==> src/sv/rcds_pkg.sv <==
// Shared types, constants and helper functions for the domain selection block.
package rcds_pkg;

  localparam int ATOM_W      = 5;
  localparam int MAG_W       = 18;
  localparam int CONTRIB_W   = 37;
  localparam int SUM_W       = 48;
  localparam int DOM_W       = 32;
  localparam int CNT_W       = 6;
  localparam int CUT_W       = 16;
  localparam int THR_W       = SUM_W + CUT_W;
  localparam int IN_DATA_W   = 80;
  localparam int OUT_DATA_W  = 16;
  localparam int QUEUE_DEPTH = 4;
  localparam int QPTR_W      = $clog2(QUEUE_DEPTH);
  localparam int CFG_IDX_W   = 1;

  localparam logic [CFG_IDX_W-1:0] REG_ATOM_COUNT = 1'd0;
  localparam logic [CFG_IDX_W-1:0] REG_CUTOFF     = 1'd1;

  // One classified basis-function item on its way to the accumulator.
  typedef struct packed {
    logic [ATOM_W-1:0]    atom;
    logic                 add_en;
    logic [CONTRIB_W-1:0] contrib;
    logic [DOM_W-1:0]     existing;
    logic                 last;
  } q_entry_t;

  function automatic logic [MAG_W-1:0] mag18(input logic [MAG_W-1:0] raw);
    logic [MAG_W-1:0] neg;
    neg = (~raw) + MAG_W'(1);
    return raw[MAG_W-1] ? neg : raw;
  endfunction

  function automatic logic [SUM_W-1:0] sat_add(input logic [SUM_W-1:0] a,
                                               input logic [SUM_W-1:0] b);
    logic [SUM_W:0] s;
    s = {1'b0, a} + {1'b0, b};
    return s[SUM_W] ? {SUM_W{1'b1}} : s[SUM_W-1:0];
  endfunction

endpackage

==> src/sv/rcds_front.sv <==
// Front end: takes input transfers, checks the atom range and forms 4*|z*mu|.
module rcds_front import rcds_pkg::*; (
  input  logic                 in_valid_i,
  output logic                 in_ready_o,
  input  logic [IN_DATA_W-1:0] in_data_i,
  input  logic                 in_last_i,
  input  logic [CNT_W-1:0]     eff_count_i,
  input  logic                 q_full_i,
  output logic                 push_o,
  output q_entry_t             entry_o
);

  logic [ATOM_W-1:0]  atom;
  logic [MAG_W-1:0]   resp_raw;
  logic [MAG_W-1:0]   dip_raw;
  logic [2*MAG_W-1:0] prod;

  assign atom     = in_data_i[ATOM_W-1:0];
  assign resp_raw = in_data_i[ATOM_W +: MAG_W];
  assign dip_raw  = in_data_i[ATOM_W+MAG_W +: MAG_W];
  assign prod     = mag18(resp_raw) * mag18(dip_raw);

  assign in_ready_o = !q_full_i;
  assign push_o     = in_valid_i && !q_full_i;

  always_comb begin
    entry_o.atom     = atom;
    // Items for atoms beyond the active count still carry their last mark.
    entry_o.add_en   = {1'b0, atom} < eff_count_i;
    entry_o.contrib  = CONTRIB_W'({prod, 2'b00});
    entry_o.existing = in_data_i[ATOM_W+2*MAG_W +: DOM_W];
    entry_o.last     = in_last_i;
  end

endmodule

==> config.mk <==
export PLATFORM = sky130hd
export DESIGN_NAME = rcds_front
export DESIGN_NICKNAME = d
export VERILOG_FILES = /design/src/sv/rcds_pkg.sv /design/src/sv/rcds_front.sv
export SDC_FILE = /design/constraint.sdc
export NUM_CORES = 1
export LEC_CHECK = 0
export BUFFER_PORTS_ARGS = -buffer_cell sky130_fd_sc_hd__buf_2
export CORE_UTILIZATION = 35
export DETAILED_ROUTE_END_ITERATION = 10
export GPL_TIMING_DRIVEN = 0
export PLACE_DENSITY = 0.6
export SETUP_SLACK_MARGIN = 0.4
export SYNTH_ARGS = -nofsm -noshare
export SYNTH_HDL_FRONTEND = slang
export SYNTH_SLANG_ARGS = --single-unit
==> constraint.sdc <==
create_clock -name vclk -period 11.4
set_clock_uncertainty 0.05 [all_clocks]
set_input_delay 1.71 -clock vclk [all_inputs]
set_output_delay 1.71 -clock vclk [all_outputs]
set_load 0.02 [all_outputs]
======== Word level (Yosys, flattened, before mapping) ========
Index checks and enable logic that the tools add are counted.
operators by class
  $add $sub $neg .......................... 2
  $mul .................................... 1
  div/mod/pow operators ................... 0
  magnitude comparators ................... 1
  equality and inequality tests ........... 0
  shifts and indexed selects .............. 0
  multiplexer cells ....................... 2
  bitwise operators ....................... 2
  reduce and logical (&&, ||, !) cells .... 2
operator list
  kind                                           number
  adder 18 x 1 -> 18 bit, second input constant  2
  2-to-1 mux 18 bit                              2
  inverter 18 bit                                2
  multiplier 18 x 18 -> 35 bit                   1
  < comparator 5 x 6 -> 1 bit                    1
  logical AND 1 bit                              1
  logical NOT 1 bit                              1
word-level totals
  bits in registers ....................... 0
  bits in latches ......................... 0
  bits in writable memories ............... 0
  bits in read-only memories .............. 0
  bits of input ports ..................... 89
  output and inout bits ................... 78
  word-level logic and storage cells ...... 10
  memories kept ........................... 0

======== Depth between registers and ports, before layout ========
Gate-level depths: netlist (run 1).
  word-level depth ........................ 4
  depth in mapped cells ................... 31
  gate-level depth less buffers ........... 28

======== Worst setup path after synthesis (run 1) ========
Ideal clock, no wire load.
  path type ............................... input-to-output
  start point ............................. input port in_data_i[6]
  end point ............................... output port entry_o[63] (netlist name)
  arrival ................................. 8.913 ns
  required time ........................... 9.640 ns
  path slack .............................. 0.727 ns
  stages on the path ...................... 25
  path buffers ............................ 1
  cell sequence ........................... or2_1 -> or4_4 -> or4_4 -> or2_4 -> o41a_1 -> xor2_1 -> clkbuf_1 -> nand2_1 -> fa_1 -> fa_1 -> fa_1 -> inv_1 -> fa_1 -> fa_1 -> inv_1 -> fa_1 -> inv_1 -> ha_1 -> and3_1 -> a22o_1 -> a31o_2 -> a21oi_1 -> o21a_1 -> o21ai_0 -> xor2_1
RTL lines
  what                line              source
  start: declaration  rcds_front.sv:5   input logic [IN_DATA_W-1:0] in_data_i,
  end: declaration    rcds_front.sv:10  output q_entry_t entry_o

==> results.cfg, run 1 <==
[outcome]
outcome = completed

[synthesis]
yosysSeqAreaShare_pct = 0
yosys.area.top_type = fa_1
synth_cell_types = 51
ys_top_cells_by_count = inv_1 (322), fa_1 (255), nand2_1 (213)
syn_avg_cell_area_um2 = 8.21
synth_area_um2 = 11400
yosysWarnings = 0
synth_area_leaders = fa_1 (45%), ha_1 (12%), inv_1 (11%)
yosysMostFrequentCell = inv_1
synth_cells = 1389
synth_top_area_share_pct = 44.8

[final_layout]
fin_util_pct = 44.1
nets = 2036
seqCellArea_um2 = 0
area_delta_synth_final_pct = 23.0
drive_above_1_share_pct = 23.1
n_antenna_cell = 0
flops_and_latches = 0
clockBufferCount = 0
fill_cells = 3148

[setup_path]
endpoint_kind = output port
cp_max_fo = 6
cp.required_ns = 9.64
startpoint_type = input pin
arrival_ns = 9.10
path_class = in -> out

[timing]
rsz0062_at_grt = yes
fin_ws_ns = 0.541
tightest_slew_ns = 1.03
setup_viol = 0
slew_violations = 0
fmax_mhz = 92.1
hold_viol = 0
fin_crit_ns = 10.86
period_share_pct = 95.3
slew-limit-headroom_pct = 30.6

[die]
die_area_um2 = 33300
core_um2 = 31800
io_pins = 167
die_h_um = 183
initial_utilization_pct = 35.9
core.rowCount = 65
die_w_um = 183

[drt]
drt_wl_total_um = 34700
drc_errors = 0
first_pass_iters = 5
drt_iter0_markers = 586
detail_route.vias_per_cell = 4.91
dr_total_vias = 9882
wl_per_cell_um = 17.2
drtAntennaViolNets = 0

[placed_design]
port_buffers = 123
dp_slack_ns = -1.28
gp_congestion = 0.955
hpwl_um = 28500

[grt]
antenna_found_initial = 0
grt_max_degree = 11
grt_pass1_wl_um = 54600
grt_overflow_total = 0
grt_pass1_vias = 10048
grt_util_all_layers_pct = 21.0

[run]
maxCapViolations = 0

[hold_path]
min_path_type = in -> out
-- metal layers --
| metal | vias up | global-route usage, % | routed length, µm | part of all wire (%) |
|---|---|---|---|---|
| met4 | 0 | 5.55 | 1010 | 2.9 |
| met2 | 378 | 36.2 | 17200 | 50 |
| met1 | 4977 | 28.7 | 14300 | 41 |
| li1 | 4457 | - | - | - |
| met5 | - | 0 | 0 | 0 |
| met3 | 70 | 0.958 | 2120 | 6.1 |
-- placed cells by master (no fill, tap or decap), types with 7 or more instances in the layout --
cell	count
ha_1	103
buf_2	121
o21a_1	11
xor2_2	10
xnor2_2	18
fa_1	248
nor2b_1	8
a21o_1	12
xor2_4	7
xor2_1	18
nor2_1	148
o21ai_0	20
inv_1	317
buf_4	107
fa_2	7
clkbuf_1	10
a21oi_1	24
ha_4	8
nand2b_1	7
and2_1	11
clkbuf_2	12
xnor2_1	27
nand2_1	207
-- worst paths after layout --
check | end | startpoint | depth (start not counted) | slack (ns)
max | entry_o[60] | in_data_i[5] | 28 | 0.54
min | entry_o[32] | in_data_i[72] | 2 | 3.59
-- per-stage QoR --
| step | instances | instance area [µm²] | TNS, ns | hold slack (ns) |
|---|---|---|---|---|
| after global routing | 2013 | 14000 | 0 | 3.59 |
| after global placement | 1948 | 12600 | -12.73 | 3.59 |
| after CTS | 1978 | 13300 | 0 | 3.59 |
| after detailed placement | 1948 | 12600 | -13.23 | 3.59 |
| final | 2013 | 14000 | 0 | 3.59 |
| after floorplan | 1390 | 11400 | 0 | 3.45 |
-- area by class of cell --
cell class | count | area, µm² | share of cell area, %
multi-input cells | 994 | 10600 | 75.6
inverters | 322 | 1210 | 8.61
repair buffers | 188 | 1140 | 8.16
well taps | 435 | 544 | 3.88
plain buffers | 74 | 522 | 3.72
-- cells by family (layout without fill, tap and decap cells) --
| kind of cell | count (synthesis) | count (layout) | synth area share, % |
|---|---|---|---|
| xor gates and xnor gates | 83 | 83 | 6.37 |
| AOI/OAI and AO/OA | 119 | 119 | 6.68 |
| and+or+nand+nor | 423 | 423 | 15.5 |
| other | 1 | 2 | 0.0329 |
| buffers and inverters | 396 | 584 | 14.3 |
| adders and majority gates | 367 | 367 | 57.0 |
-- worst max-delay path: stages --
cell and delay, ns:
buf_12 0.11, or2_1 0.23, or4_4 0.42, or4_4 0.47, or2_4 0.28, o41a_1 0.41
xor2_4 0.27, buf_8 0.17, nand2_1 0.07, fa_1 0.53, fa_1 0.43, fa_1 0.49
inv_1 0.05, fa_1 0.46, fa_1 0.49, inv_1 0.05, fa_1 0.47, inv_1 0.07
ha_4 0.27, a21oi_4 0.14, nand2_1 0.11, a21oi_2 0.18, a32oi_4 0.19, a221oi_4 0.32
inv_1 0.11, a41oi_2 0.21, xnor2_1 0.16, buf_2 0.20
-- what timing repair did --
item	CTS	global route
pin swaps	43	57
endpoints found under the setup margin	20	16
resized for setup	110	109
buffers inserted	30	35
hold buffers	0	0
Power of run 1 is not shown: default switching activity piles up to over one toggle a cycle in this logic, so the estimate is an artifact.
==> inputs of run 2 (changes only) <==
--- a/config.mk
+++ b/config.mk
@@ -6,6 +6,7 @@
 export NUM_CORES = 1
 export LEC_CHECK = 0
 export BUFFER_PORTS_ARGS = -buffer_cell sky130_fd_sc_hd__buf_2
+export CORE_MARGIN = 4
 export CORE_UTILIZATION = 35
 export DETAILED_ROUTE_END_ITERATION = 10
 export GPL_TIMING_DRIVEN = 0
==> run 2 against run 1 <==
Net effect: wire length down 0.34%; critical path depth is 3 higher; clock-buffer cell count stayed put; core utilization shrank 0.67 points; critical endpoint unchanged; largest cell class unchanged; highest routed layer unchanged.
==> results.cfg, run 2 (synthesis gave the netlist of run 1 again) <==
[run]
maxCapViolations = 0

[final_layout]
final_common_cell = inv_1
drive_above_1_share_pct = 21.6
nets = 2017
clockBufferCount = 0
multiInputGateArea_um2 = 10500
n_antenna_cell = 0
final_cell_mix = inv_1 (318), fa_1 (252), nand2_1 (209)
area_delta_synth_final_pct = 21.5
fill_cells = 3218
fin_util_pct = 43.5
seqCellArea_um2 = 0
flops_and_latches = 0

[setup_path]
path_class = in -> out
crit_top_cell = fa_1
startpoint_type = input pin
cp_max_fo = 7
cpPeakStageDelay_ns = 0.58
arrival_ns = 9.14
cp_slowest_cell = fa_1
cp.required_ns = 9.64
endpoint_kind = output port

[drt]
first_pass_iters = 5
routed-wl-met3_um = 1910
drtAntennaViolNets = 0
dr.max_layer_used = met4
detail_route.vias_per_cell = 4.85
drt_wl_total_um = 34500
met1_length_um = 14500
dr_total_vias = 9666
wl_met2_um = 17200
wl_per_cell_um = 17.3
drt_iter0_markers = 453
drc_errors = 0

[hold_path]
min_path_cells = 2
min_path_type = in -> out
hp-start = in_data_i[56]
holdPathEnd = entry_o[16]

[timing]
period_share_pct = 95.6
slew-limit-headroom_pct = 24.9
slew_violations = 0
fin_crit_ns = 10.90
setup_viol = 0
fmax_mhz = 91.7
tightest_slew_ns = 1.12
rsz0062_at_grt = yes
hold_viol = 0

[die]
die_w_um = 189
die_h_um = 189
core_um2 = 31900
initial_utilization_pct = 35.8
die_area_um2 = 35500
io_pins = 167
core.rowCount = 65

[grt]
grt_pass1_vias = 10188
grt_pass1_wl_um = 54600
grt_max_degree = 11
antenna_found_initial = 0
grt_overflow_total = 0
grt_util_all_layers_pct = 19.0

[clock_tree]
ctsHoldBuffers = 0

[placed_design]
gp_congestion = 0.966
hpwl_um = 28700
port_buffers = 123

[outcome]
outcome = completed
## run 2: cell count changes in the layout (fill, tap and decap cells not counted), sizes merged
cell / previous run / this run
buf: 237 / 213
clkbuf: 25 / 30
## run 2: through the flow
step | setup TNS [ns] | instances | cell area [µm²] | setup WS [ns] | hold slack, ns
floorplan | 0 | 1390 | 11400 | 0.727 | 3.45
global placement | -13.69 | 1948 | 12600 | -1.32 | 3.59
detailed placement | -13.70 | 1948 | 12600 | -1.28 | 3.59
CTS | 0 | 1972 | 13200 | 0.357 | 3.59
global route | 0 | 1994 | 13900 | 0.235 | 3.59
finish | 0 | 1994 | 13900 | 0.497 | 3.59
## run 2: worst max-delay path, delay by kind of cell
kind | cells | cell delay [ns]
fa+ha+maj | 7 | 3.23
compound gates | 6 | 1.30
buf+inv | 11 | 1.28
simple gates | 5 | 1.25
xor+xnor | 2 | 0.35
## run 2: worst max-delay path by stage
stage	startpoint	end	slack [ns]	cells after the start
final	in_data_i[5]	entry_o[60]	0.50	31
after global routing	in_data_i[5]	entry_o[60]	0.23	31
after CTS	in_data_i[25]	entry_o[60]	0.36	29
after detailed placement	in_data_i[5]	entry_o[60]	-1.28	31
after global placement	in_data_i[5]	entry_o[60]	-1.32	31
after floorplan	in_data_i[6]	entry_o[63]	0.73	25
## run 2: area by class of cell
| type | instances | share of cell area [%] |
|---|---|---|
| multi-input combinational | 994 | 75.9 |
| tap | 435 | 3.93 |
| timing repair buffer | 169 | 7.64 |
| buffer | 74 | 3.80 |
| inverter | 322 | 8.72 |
## run 2: repair_timing
item                       CTS  global route
setup endpoints to repair   19            16
buffers inserted            24            21
gates cloned                 0             1
resized for setup           97           110
pin swaps                   28            35
## run 2: routing by layer
| layer | track usage (%) | vias up |
|---|---|---|
| li1 | - | 4427 |
| met1 | 26.2 | 4861 |
| met2 | 33.4 | 324 |
| met3 | 1.39 | 54 |
| met4 | 3.39 | 0 |
| met5 | 0 | - |
Power of run 2 is left out for the same reason.
