$ cat src/sv/rcds_pkg.sv
// Shared types, constants and helper functions for the domain selection block.
package rcds_pkg;

  localparam int ATOM_W      = 5;
  localparam int MAG_W       = 18;
  localparam int CONTRIB_W   = 37;
  localparam int SUM_W       = 48;
  localparam int DOM_W       = 32;
  localparam int CNT_W       = 6;
  localparam int CUT_W       = 16;
  localparam int THR_W       = SUM_W + CUT_W;
  localparam int IN_DATA_W   = 80;
  localparam int OUT_DATA_W  = 16;
  localparam int QUEUE_DEPTH = 4;
  localparam int QPTR_W      = $clog2(QUEUE_DEPTH);
  localparam int CFG_IDX_W   = 1;

  localparam logic [CFG_IDX_W-1:0] REG_ATOM_COUNT = 1'd0;
  localparam logic [CFG_IDX_W-1:0] REG_CUTOFF     = 1'd1;

  // One classified basis-function item on its way to the accumulator.
  typedef struct packed {
    logic [ATOM_W-1:0]    atom;
    logic                 add_en;
    logic [CONTRIB_W-1:0] contrib;
    logic [DOM_W-1:0]     existing;
    logic                 last;
  } q_entry_t;

  function automatic logic [MAG_W-1:0] mag18(input logic [MAG_W-1:0] raw);
    logic [MAG_W-1:0] neg;
    neg = (~raw) + MAG_W'(1);
    return raw[MAG_W-1] ? neg : raw;
  endfunction

  function automatic logic [SUM_W-1:0] sat_add(input logic [SUM_W-1:0] a,
                                               input logic [SUM_W-1:0] b);
    logic [SUM_W:0] s;
    s = {1'b0, a} + {1'b0, b};
    return s[SUM_W] ? {SUM_W{1'b1}} : s[SUM_W-1:0];
  endfunction

endpackage

$ cat src/sv/rcds_queue.sv
// Short FIFO between the front end and the accumulate/rank back end.
module rcds_queue import rcds_pkg::*; (
  input  logic     clk_i,
  input  logic     rst_ni,
  input  logic     push_i,
  input  q_entry_t entry_i,
  input  logic     pop_i,
  output logic     full_o,
  output logic     empty_o,
  output q_entry_t head_o
);

  q_entry_t            store_q [QUEUE_DEPTH];
  logic [QPTR_W-1:0]   wr_ptr_q, wr_ptr_d;
  logic [QPTR_W-1:0]   rd_ptr_q, rd_ptr_d;
  logic [QPTR_W:0]     count_q, count_d;

  assign full_o  = count_q == (QPTR_W+1)'(QUEUE_DEPTH);
  assign empty_o = count_q == '0;
  assign head_o  = store_q[rd_ptr_q];

  always_comb begin
    wr_ptr_d = push_i ? wr_ptr_q + QPTR_W'(1) : wr_ptr_q;
    rd_ptr_d = pop_i  ? rd_ptr_q + QPTR_W'(1) : rd_ptr_q;
    count_d  = count_q;
    if (push_i && !pop_i) begin
      count_d = count_q + (QPTR_W+1)'(1);
    end else if (pop_i && !push_i) begin
      count_d = count_q - (QPTR_W+1)'(1);
    end
  end

  always_ff @(posedge clk_i or negedge rst_ni) begin
    if (!rst_ni) begin
      wr_ptr_q <= '0;
      rd_ptr_q <= '0;
      count_q  <= '0;
    end else begin
      wr_ptr_q <= wr_ptr_d;
      rd_ptr_q <= rd_ptr_d;
      count_q  <= count_d;
    end
  end

  always_ff @(posedge clk_i) begin
    if (push_i) begin
      store_q[wr_ptr_q] <= entry_i;
    end
  end

endmodule

$ cat config.mk
export PLATFORM = sky130hd
export DESIGN_NAME = rcds_queue
export DESIGN_NICKNAME = d
export VERILOG_FILES = /design/src/sv/rcds_pkg.sv /design/src/sv/rcds_queue.sv
export SDC_FILE = /design/constraint.sdc
export NUM_CORES = 1
export LEC_CHECK = 0
export CAP_MARGIN = 20
export CORE_MARGIN = 2
export CORE_UTILIZATION = 55
export CTS_BUF_LIST = sky130_fd_sc_hd__clkbuf_8
export CTS_CLUSTER_DIAMETER = 150
export DETAILED_ROUTE_END_ITERATION = 10
export DONT_BUFFER_PORTS = 1
export PLACE_DENSITY = 0.7
export SLEW_MARGIN = 20
export SYNTH_ARGS = -nofsm -noshare
export SYNTH_HDL_FRONTEND = slang
export SYNTH_SLANG_ARGS = --single-unit
$ cat constraint.sdc
create_clock -name clk_i -period 3.6 [get_ports clk_i]
set_input_delay 0 -clock clk_i [delete_from_list [all_inputs] [get_ports clk_i]]
set_output_delay 0 -clock clk_i [all_outputs]
set_load 0.02 [all_outputs]
Yosys cells after proc, flatten, opt, wreduce, memory -nomap -nowiden
Memories as Yosys holds them, arrays and structs flattened.
Cells that the tools add are included.
W data, S select, Z words.
{ "totals": {"reg_bits": 7, "ramBits": 304, "inputBits": 80, "memories": 1} }
{ "op_classes": {"addsub": 4, "n_eq_ne": 1, "n_mux": 4, "reduce_logical": 6} }
{ "memory_table": {"columns": ["memory", "words", "word_bits", "read_ports", "rd_clocked_by_memory_dff", "wr", "line", "text"], "rows": [
  ["store_q", 4, 76, 1, 0, 1, "rcds_queue.sv:13", "q_entry_t store_q [QUEUE_DEPTH];"]
]} }
{ "op_table": {"columns": ["operator", "n"], "rows": [
  ["$mux W3", 2],
  ["$add A2 B1 Y2 const B", 2],
  ["$add A3 B1 Y3 const B", 1],
  ["$eq A3 B3 Y1 const B", 1],
  ["$logic_not A3 Y1", 1],
  ["$sub A3 B1 Y3 const B", 1],
  ["$logic_and A1 B1 Y1", 2],
  ["$logic_not A1 Y1", 2],
  ["$mux W1", 2],
  ["$reduce_bool A2 Y1", 1]
]} }

Depth between registers and ports, before layout
Gate-level depths: netlist of the first run.
{ "depth": {"word_depth": 4, "depth_mapped": 7} }

Least setup slack after synthesis of the first run
OpenSTA, ideal clock, no wires.
{ "synth_timing": {"path_type": "register -> register", "startpoint": "register wr_ptr_q[0]", "endpoint": "memory store_q[2][0] (netlist name), enable pin", "setup_time_ps": 443, "t_arrival_ps": 2389, "t_required_ps": 3157, "path_slack_ps": 768, "path_stages_with_launch": 4, "path_buffers": 0, "path_cell_list": "dfrtp_1 > inv_1 > ha_1 > and2_1"} }
{ "synth_rtl": {"columns": ["item", "line", "text"], "rows": [
  ["start, declared", "rcds_queue.sv:14", "logic [QPTR_W-1:0] wr_ptr_q, wr_ptr_d;"],
  ["start signal, assigned", "rcds_queue.sv:39", "wr_ptr_q <= wr_ptr_d;"],
  ["end, declared", "rcds_queue.sv:13", null]
]} }
No word-level cell before the write port.

==> flow_metrics.env, run 1 <==
export IMPL_yosys_warnings=0
export IMPL_endpoint_kind="output port"
export IMPL_ys_flop_type="edfxtp_1"
export IMPL_htree_num_levels=2
export IMPL_viasPerCell=5.681
export IMPL_drt_first_pass_iters=4
export IMPL_syn_to_final_growth_pct=17.68
export IMPL_first_global_vias=5363
export IMPL_initial_core_util_pct=56.20
export IMPL_rows=52
export IMPL_track_usage_pct=18.60
export IMPL_yosysUniqueCellTypes=21
export IMPL_synth_commonest_cells="edfxtp_1, mux4_2, buf_2, dfrtp_1, ha_1"
export IMPL_synth_edf_count=304
export IMPL_placed_area_um2=11710
export IMPL_die_w_um=147.8
export IMPL_antenna_left=0
export IMPL_grt_ovfl_total=0
export IMPL_final_hold_viol_count=0
export IMPL_netlist_area_um2=11370
export IMPL_slew_violations=0
export IMPL_fmax_mhz=411.7
export IMPL_fin_cells=856
export IMPL_min_delay_worst_endpoint="store_q[2][54]$_DFFE_PP_"
export IMPL_drt_drc_violations_left=0
export IMPL_start_kind="flip-flop"
export IMPL_synthCells=432
export IMPL_period_needed_ns=2.429
export IMPL_cts_made_buffers=48
export IMPL_critPathArrivalTime_ns=2.43
export IMPL_required_ns=3.60
export IMPL_antenna_found_initial=1
export IMPL_insertion_delay_ns=0.53
export IMPL_drive_gt1_share_pct=24.79
export IMPL_dp_cells=690
export IMPL_tightestPinTransition_ns=0.6806
export IMPL_async_flop_share_pct=2.251
export IMPL_netlist_top_cell_by_area="edfxtp_1"
export IMPL_synth_most_common_cell="edfxtp_1"
export IMPL_slew_headroom_pct=54.63
export IMPL_setup_violations=0
export IMPL_hpwl_mm=11.25
export IMPL_hold_depth=1
export IMPL_startpoint="rd_ptr_q[0]$_DFFE_PN0P_"
export IMPL_portBuffers=0
export IMPL_p_per_area_nw_per_um2=794.5
export IMPL_clockRootBuffer="clkbuf_8"
export IMPL_seq_area_frac_synth_pct=81.82
export IMPL_regToRegStartpoint="wr_ptr_q[0]$_DFFE_PN0P_"
export IMPL_crit_type="reg -> out"
export IMPL_status="complete, no violations"
export IMPL_r2r_slack_ns=1.65
export IMPL_path_clk_slew_ns=0.06
export IMPL_fin_skew_ns=0.01207
export IMPL_hold_start="push_i"
export IMPL_r2r_end="store_q[0][26]$_DFFE_PP_"
export IMPL_worst_hold_path_type="in -> reg"
export IMPL_grt_max_degree=78
export IMPL_worstPathMaxFanout=26
export IMPL_core_um2=20230
export IMPL_dieArea_um2=21840
export IMPL_top_level_ports=158
export IMPL_postCtsSetupRepairBufs=0
export IMPL_fin_crit_sh_pct=67.47
export IMPL_nets=637
export IMPL_syn_area_per_cell_um2=26.32
export IMPL_cap_viol_max_count=0
export IMPL_stdcell_area_um2=13380
export IMPL_ir_worst_vdd_uv=552.3
export IMPL_hold_ws_ns=0.03351
export IMPL_rsz0062_at_grt="false"
export IMPL_synth_seq_cells=311
export IMPL_gp_congestion=0.7303
export IMPL_wirelength_mm=19.82
export IMPL_fin_tns_setup_ns=0
export IMPL_leakage_nw=4.374
export IMPL_synth_nets=518
export IMPL_die_h_um=147.8
export IMPL_drt_iter0_markers=295
export IMPL_grt_first_pass_wirelength_mm=30.27
export IMPL_r2r_cells=4
export IMPL_cts_sinks=311
export IMPL_wire_per_inst_um=23.16
export IMPL_synth_top_area_share_pct=80.28
export IMPL_via_count=4863
export IMPL_cts_tree="done"
export IMPL_cts_path_max_buffers=3
export IMPL_synth_area_top_cells="edfxtp_1, mux4_2, dfrtp_1, ha_1, buf_12"
## layer usage
metal	vias to the layer above	GRT usage [%]	wire length, um
li1	2095	-	-
met1	2567	23.05	7548
met2	173	31.86	10600
met3	28	5.123	1273
met4	0	6.683	396
met5	-	0	0
## where the power goes
part / internal, W / switching [W] / total [W]
Clock: 0.00135 / 0.00121 / 0.00256
Combinational: 0.00115 / 0.00185 / 0.00300
Sequential: 0.00474 / 0.000326 / 0.00507
## per-stage QoR
step	util, %	power (W)	worst slack [ns]
after detailed placement	57.87	0.008104	1.602
after floorplan	-	0.007538	0.7682
after global routing	66.13	0.01112	0.9653
final	66.13	0.01063	1.171
after global placement	57.49	0.007971	1.589
after CTS	66.02	0.01078	1.072
## area by class of cell
type / instances / area [um^2]
diodes: 1 / 2.502
clock buffers: 50 / 688.2
clock inverters: 34 / 161.4
fillers: 1293 / 6853
inverters: 4 / 15.01
multi-input cells: 99 / 1922
flip-flops and latches: 311 / 9311
well taps: 270 / 337.8
repair buffers: 87 / 943.4
## sequential cells by signal, indices dropped and copies added, names as in the netlist
name / count
rd_ptr_q: 2
store_q: 304
wr_ptr_q: 2
count_q: 3
## layout by cell type (no fill, tap or decap), types with 3 or more instances in the layout
master,instances
edfxtp_1,304
dlygate4sd3_1,80
mux4_2,76
clkbuf_8,50
inv_1,23
clkinv_1,10
ha_1,5
dfrtp_1,5
and2_4,4
xor2_1,4
buf_12,4
clkinv_2,3
## cells by family (layout without fill, tap and decap cells)
| kind of cell | Yosys count | count (layout) | synth area share, % |
|---|---|---|---|
| adders and majority gates | 6 | 6 | 0.7262 |
| DFF | 311 | 311 | 81.82 |
| muxes | 77 | 77 | 15.15 |
| xor gates and xnor gates | 6 | 6 | 0.4621 |
| other | 0 | 1 | 0 |
| and+or+nand+nor | 9 | 9 | 0.4291 |
| AOI/OAI and AO/OA | 1 | 1 | 0.04397 |
| buffers and inverters | 22 | 175 | 1.364 |
## worst max path at each step
stage	depth (start not counted)	slack, ns	end
final	2	1.17	head_o[73]
after detailed placement	4	1.60	store_q[0][27]$_DFFE_PP_
after floorplan	3	0.77	store_q[2][0]$_DFFE_PP_
after global placement	3	1.59	store_q[0][38]$_DFFE_PP_
after CTS	2	1.07	head_o[73]
after global routing	2	0.97	head_o[35]
## timing repair
item,in CTS,in global routing
gates resized for setup,0,0
endpoints found under the hold margin,351,0
hold buffers,80,0
## critical path: stages, from the launching register on
cell and delay [ns]:
dfrtp_4 0.69, buf_4 0.52, mux4_2 0.66
Power figures use the tool's default switching activity.
==> run 2: changes to the inputs <==
==> constraint.sdc (replaced) <==
create_clock -name clk_i -period 2.3 [get_ports clk_i]
set_input_delay 0 -clock clk_i [delete_from_list [all_inputs] [get_ports clk_i]]
set_output_delay 0 -clock clk_i [all_outputs]
set_load 0.02 [all_outputs]
==> run 2 against run 1 <==
Net effect: via count increased by 0.10%; first-iteration DRC count increased by 10%; setup slack got worse by 0.98 ns; total power increased by 59%; critical path type unchanged; critical endpoint is now head_o[26].
==> flow_metrics.env, run 2 (same netlist as run 1, synthesis figures left out) <==
export IMPL_gp_congestion=0.7252
export IMPL_cts_sinks=311
export IMPL_fmax_mhz=474.2
export IMPL_dp_cells=697
export IMPL_largest_reg_flops=304
export IMPL_status="complete, no violations"
export IMPL_critPathArrivalTime_ns=2.11
export IMPL_syn_to_final_growth_pct=18.60
export IMPL_drt_iter0_markers=325
export IMPL_clockRootBuffer="clkbuf_8"
export IMPL_ir_worst_vdd_uv=873.2
export IMPL_initial_core_util_pct=56.20
export IMPL_via_count=4868
export IMPL_final_hold_viol_count=0
export IMPL_worstPathMaxFanout=27
export IMPL_mostFrequentLayoutCells="edfxtp_1, dlygate4sd3_1, mux4_2"
export IMPL_wire_per_inst_um=23.34
export IMPL_fin_cells=868
export IMPL_insertion_delay_ns=0.54
export IMPL_tightestPinTransition_ns=0.6925
export IMPL_r2r_cells=4
export IMPL_leakage_nw=4.442
export IMPL_cts_made_buffers=49
export IMPL_grt_max_degree=45
export IMPL_fin_tns_setup_ns=0
export IMPL_hpwl_mm=11.72
export IMPL_regToRegStartpoint="wr_ptr_q[1]$_DFFE_PN0P_"
export IMPL_antenna_found_initial=0
export IMPL_die_h_um=147.8
export IMPL_largest_register="store_q"
export IMPL_slew_headroom_pct=53.48
export IMPL_track_usage_pct=18.98
export IMPL_wirelength_mm=20.26
export IMPL_htree_num_levels=2
export IMPL_rsz0062_at_grt="false"
export IMPL_first_global_vias=5386
export IMPL_cts_path_max_buffers=3
export IMPL_top_level_ports=158
export IMPL_grt_ovfl_total=0
export IMPL_crit_type="reg -> out"
export IMPL_required_ns=2.30
export IMPL_antenna_cells=0
export IMPL_drt_first_pass_iters=4
export IMPL_rows=52
export IMPL_drt_drc_violations_left=0
export IMPL_p_per_area_nw_per_um2=1251
export IMPL_largest_registers="store_q (304), count_q (3)"
export IMPL_path_clk_slew_ns=0.06
export IMPL_startpoint="rd_ptr_q[0]$_DFFE_PN0P_"
export IMPL_nets=645
export IMPL_r2r_slack_ns=0.63
export IMPL_dieArea_um2=21840
export IMPL_layout_commonest_cell="edfxtp_1"
export IMPL_r2r_end="store_q[1][65]$_DFFE_PP_"
export IMPL_antenna_left=0
export IMPL_fin_skew_ns=0.01507
export IMPL_cp_endpoint="head_o[26]"
export IMPL_period_needed_ns=2.109
export IMPL_start_kind="flip-flop"
export IMPL_fin_crit_sh_pct=91.69
export IMPL_cap_viol_max_count=0
export IMPL_core_um2=20230
export IMPL_cts_tree="done"
export IMPL_grt_first_pass_wirelength_mm=30.95
export IMPL_drive_gt1_share_pct=26.09
export IMPL_worst_hold_path_type="in -> reg"
export IMPL_p_total_w=0.01686
export IMPL_slew_violations=0
export IMPL_viasPerCell=5.608
export IMPL_endpoint_kind="output port"
export IMPL_hold_start="entry_i[23]"
export IMPL_die_w_um=147.8
export IMPL_portBuffers=0
export IMPL_setup_violations=0
-- run 2: changes by cell type in the layout (fill, tap and decap cells not counted) --
cell and change:
inv_1 +2, clkbuf_8 +1, buf_8 +1, diode_2 -1, buf_12 +4, buf_4 +4, clkinv_2 +3, buf_16 -2
-- run 2: through the flow --
step                      hold slack (ns)  setup WS (ns)  utilization, %  cell area [um^2]
after detailed placement          -0.2953         0.5381           58.24             11780
final                              0.1543         0.1911           66.65             13490
after global placement            -0.2953         0.5592           58.24             11780
after global routing               0.1292        0.05642           66.65             13490
after floorplan                   -0.2956         0.2992               -             11380
after CTS                          0.1103         0.1025           66.65             13490
-- run 2: timing repair --
item,in CTS,in global routing
buffers inserted,1,0
hold endpoints to repair,456,0
setup endpoints to repair,44,0
gates resized for setup,0,0
hold buffers,80,0
-- run 2: worst min-delay path by stage --
stage                                     to  cells past startpoint
global route        store_q[1][10]$_DFFE_PP_                      1
floorplan             count_q[0]$_DFFE_PN0P_                      0
CTS                 store_q[0][16]$_DFFE_PP_                      1
detailed placement    count_q[1]$_DFFE_PN0P_                      0
global placement      count_q[2]$_DFFE_PN0P_                      0
finish              store_q[3][23]$_DFFE_PP_                      1
-- run 2: layout make-up --
type | instances | area (um^2)
fill | 1277 | 6749
clock inverter | 39 | 183.9
multi-input combinational | 99 | 1922
sequential | 311 | 9311
inverter | 4 | 15.01
timing repair buffer | 94 | 1013
clock buffer | 51 | 701.9
tap | 270 | 337.8
-- run 2: critical path, cell delays in order, from the launching register on --
cell and delay, ns:
dfrtp_4 0.63, buf_12 0.28, mux4_2 0.63
-- run 2: metal layers --
layer | wire [um] | up-vias | track usage [%]
met5 | 0 | - | 0
met4 | 495 | 0 | 6.635
met3 | 1339 | 34 | 5.741
met2 | 10550 | 162 | 32.07
met1 | 7873 | 2550 | 23.69
li1 | - | 2122 | -
-- run 2: report_power, final --
part / switching (W) / internal, W / total, W
sequential: 0.000373 / 0.00743 / 0.00780
combinational: 0.00307 / 0.00188 / 0.00495
clock: 0.00195 / 0.00216 / 0.00412
==> run 3: changes to the inputs <==
==> constraint.sdc (replaced) <==
create_clock -name clk_i -period 2.3 [get_ports clk_i]
set_input_delay 0.46 -clock clk_i [delete_from_list [all_inputs] [get_ports clk_i]]
set_output_delay 0.46 -clock clk_i [all_outputs]
set_load 0.02 [all_outputs]
==> run 3 against run 2 <==
Net effect: the run now ends with setup timing left; highest routed layer unchanged; first-iteration DRC count rose by 5.8%; clock skew fell by 0.0033 ns; largest power group unchanged; utilization rose by 0.70 points.
==> flow_metrics.env, run 3 (same netlist as run 1, synthesis figures left out) <==
export IMPL_startpoint="rd_ptr_q[0]$_DFFE_PN0P_"
export IMPL_required_ns=1.84
export IMPL_fin_skew_ns=0.01179
export IMPL_drive_gt1_share_pct=26.71
export IMPL_largest_registers="store_q (304), count_q (3)"
export IMPL_cts_sinks=311
export IMPL_fin_cells=871
export IMPL_slew_violations=0
export IMPL_antenna_found_initial=2
export IMPL_first_global_vias=5472
export IMPL_leakage_nw=4.488
export IMPL_layout_setup_ws_ns=-0.1023
export IMPL_initial_core_util_pct=56.20
export IMPL_stdcell_area_um2=13630
export IMPL_fmax_mhz=416.3
export IMPL_placed_area_um2=11790
export IMPL_setup_violations=76
export IMPL_crit_path_max_incr_delay_ns=0.61
export IMPL_grt_max_degree=45
export IMPL_rows=52
export IMPL_drt_iter0_markers=344
export IMPL_top_level_ports=158
export IMPL_hold_start="push_i"
export IMPL_core_um2=20230
export IMPL_grt_ovfl_total=0
export IMPL_crit_type="reg -> out"
export IMPL_cts_path_max_buffers=3
export IMPL_start_kind="flip-flop"
export IMPL_critPathSlowestCell="mux4_2"
export IMPL_ir_worst_vdd_uv=808.6
export IMPL_worst_path_buf_inv=2
export IMPL_cpLargestDelayFamily="multiplexers"
export IMPL_critPathArrivalTime_ns=1.94
export IMPL_final_hold_viol_count=0
export IMPL_fin_crit_sh_pct=104.4
export IMPL_die_w_um=147.8
export IMPL_worstPathMaxFanout=10
export IMPL_viasPerCell=5.690
export IMPL_endpoint_kind="output port"
export IMPL_dp_cells=698
export IMPL_largest_reg_flops=304
export IMPL_wirelength_mm=21.20
export IMPL_dpl_worst_slack_ns=0.4037
export IMPL_track_usage_pct=19.89
export IMPL_status="finished with violations"
export IMPL_largest_register="store_q"
export IMPL_via_count=4956
export IMPL_wire_per_inst_um=24.34
export IMPL_tightestPinTransition_ns=0.6600
export IMPL_hpwl_mm=11.54
export IMPL_clockRootBuffer="clkbuf_8"
export IMPL_layout_commonest_cell="edfxtp_1"
export IMPL_mostFrequentLayoutCells="edfxtp_1, dlygate4sd3_1, mux4_2"
export IMPL_drt_first_pass_iters=4
export IMPL_rsz0062_at_grt="true"
export IMPL_gp_congestion=0.7100
export IMPL_cts_tree="done"
export IMPL_path_clk_slew_ns=0.06
export IMPL_syn_to_final_growth_pct=19.84
export IMPL_cp_cell_sequence="buf_12 > buf_16 > mux4_2"
export IMPL_nets=653
export IMPL_die_h_um=147.8
export IMPL_htree_num_levels=2
export IMPL_worst_hold_path_type="in -> reg"
export IMPL_period_needed_ns=2.402
export IMPL_insertion_delay_ns=0.54
export IMPL_cts_made_buffers=47
export IMPL_drt_drc_violations_left=0
export IMPL_p_per_area_nw_per_um2=1260
export IMPL_dieArea_um2=21840
export IMPL_slew_headroom_pct=55.91
export IMPL_grt_first_pass_wirelength_mm=32.04
export IMPL_violations="setup timing"
export IMPL_regToRegStartpoint="wr_ptr_q[0]$_DFFE_PN0P_"
export IMPL_antenna_left=0
export IMPL_cap_viol_max_count=0
export IMPL_portBuffers=0
## run 3: repair_timing
| action | in CTS | in global routing |
|---|---|---|
| pin swaps | 0 | 0 |
| setup buffers | 2 | 2 |
| hold endpoints to repair | 313 | 0 |
| gates resized for setup | 6 | 1 |
| setup endpoints to repair | 76 | 76 |
| cloned | 5 | 2 |
| hold buffers | 79 | 0 |
## run 3: final timing paths
| path | endpoint | slack, ns | cells after the start |
|---|---|---|---|
| min in group asynchronous | rd_ptr_q[1]$_DFFE_PN0P_ | 0.27 | 1 |
| worst min-delay path | wr_ptr_q[1]$_DFFE_PN0P_ | 0.03 | 1 |
| worst min register to register | count_q[2]$_DFFE_PN0P_ | 0.51 | 1 |
| worst max-delay path | head_o[62] | -0.10 | 3 |
| worst max register to register | store_q[2][74]$_DFFE_PP_ | 0.62 | 4 |
| max in group asynchronous | rd_ptr_q[0]$_DFFE_PN0P_ | 1.72 | 1 |
## run 3: area by class of cell
cell class | count | area [um^2]
Multi-Input combinational cell | 99 | 1922
Inverter | 4 | 15.01
Antenna cell | 2 | 5.005
Sequential cell | 311 | 9311
Clock inverter | 34 | 140.1
Tap cell | 270 | 337.8
Timing Repair Buffer | 104 | 1249
Clock buffer | 47 | 646.9
Fill cell | 1261 | 6608
## run 3: worst register-to-register path, cell delays in order, from the launching register on
cell and delay, ns:
dfrtp_1 0.44, inv_1 0.11, ha_1 0.15, and2_4 0.37, buf_12 0.28
## run 3: where the power goes
part	internal, W	switching, W	leakage, nW	total, W
registers	0.00742	0.000309	2.87	0.00773
clock network	0.00189	0.00191	0.463	0.00381
logic	0.00230	0.00333	1.15	0.00562
## run 3: through the flow
| step | util (%) | power (W) | hold slack (ns) | setup TNS [ns] |
|---|---|---|---|---|
| global placement | 58.27 | 0.01267 | 0.1647 | 0 |
| floorplan | - | 0.01175 | 0.1644 | 0 |
| finish | 67.34 | 0.01716 | 0.03008 | -5.796 |
| detailed placement | 58.27 | 0.01278 | 0.1646 | 0 |
| CTS | 67.02 | 0.01728 | 0.005595 | -9.654 |
| global route | 67.34 | 0.01794 | 0.04260 | -10.90 |
## run 3: per-layer routing
layer	track usage, %	part of all wire, %
met5	0	0
met4	7.500	2.6
met3	4.969	6.3
met2	32.98	51
met1	25.94	40
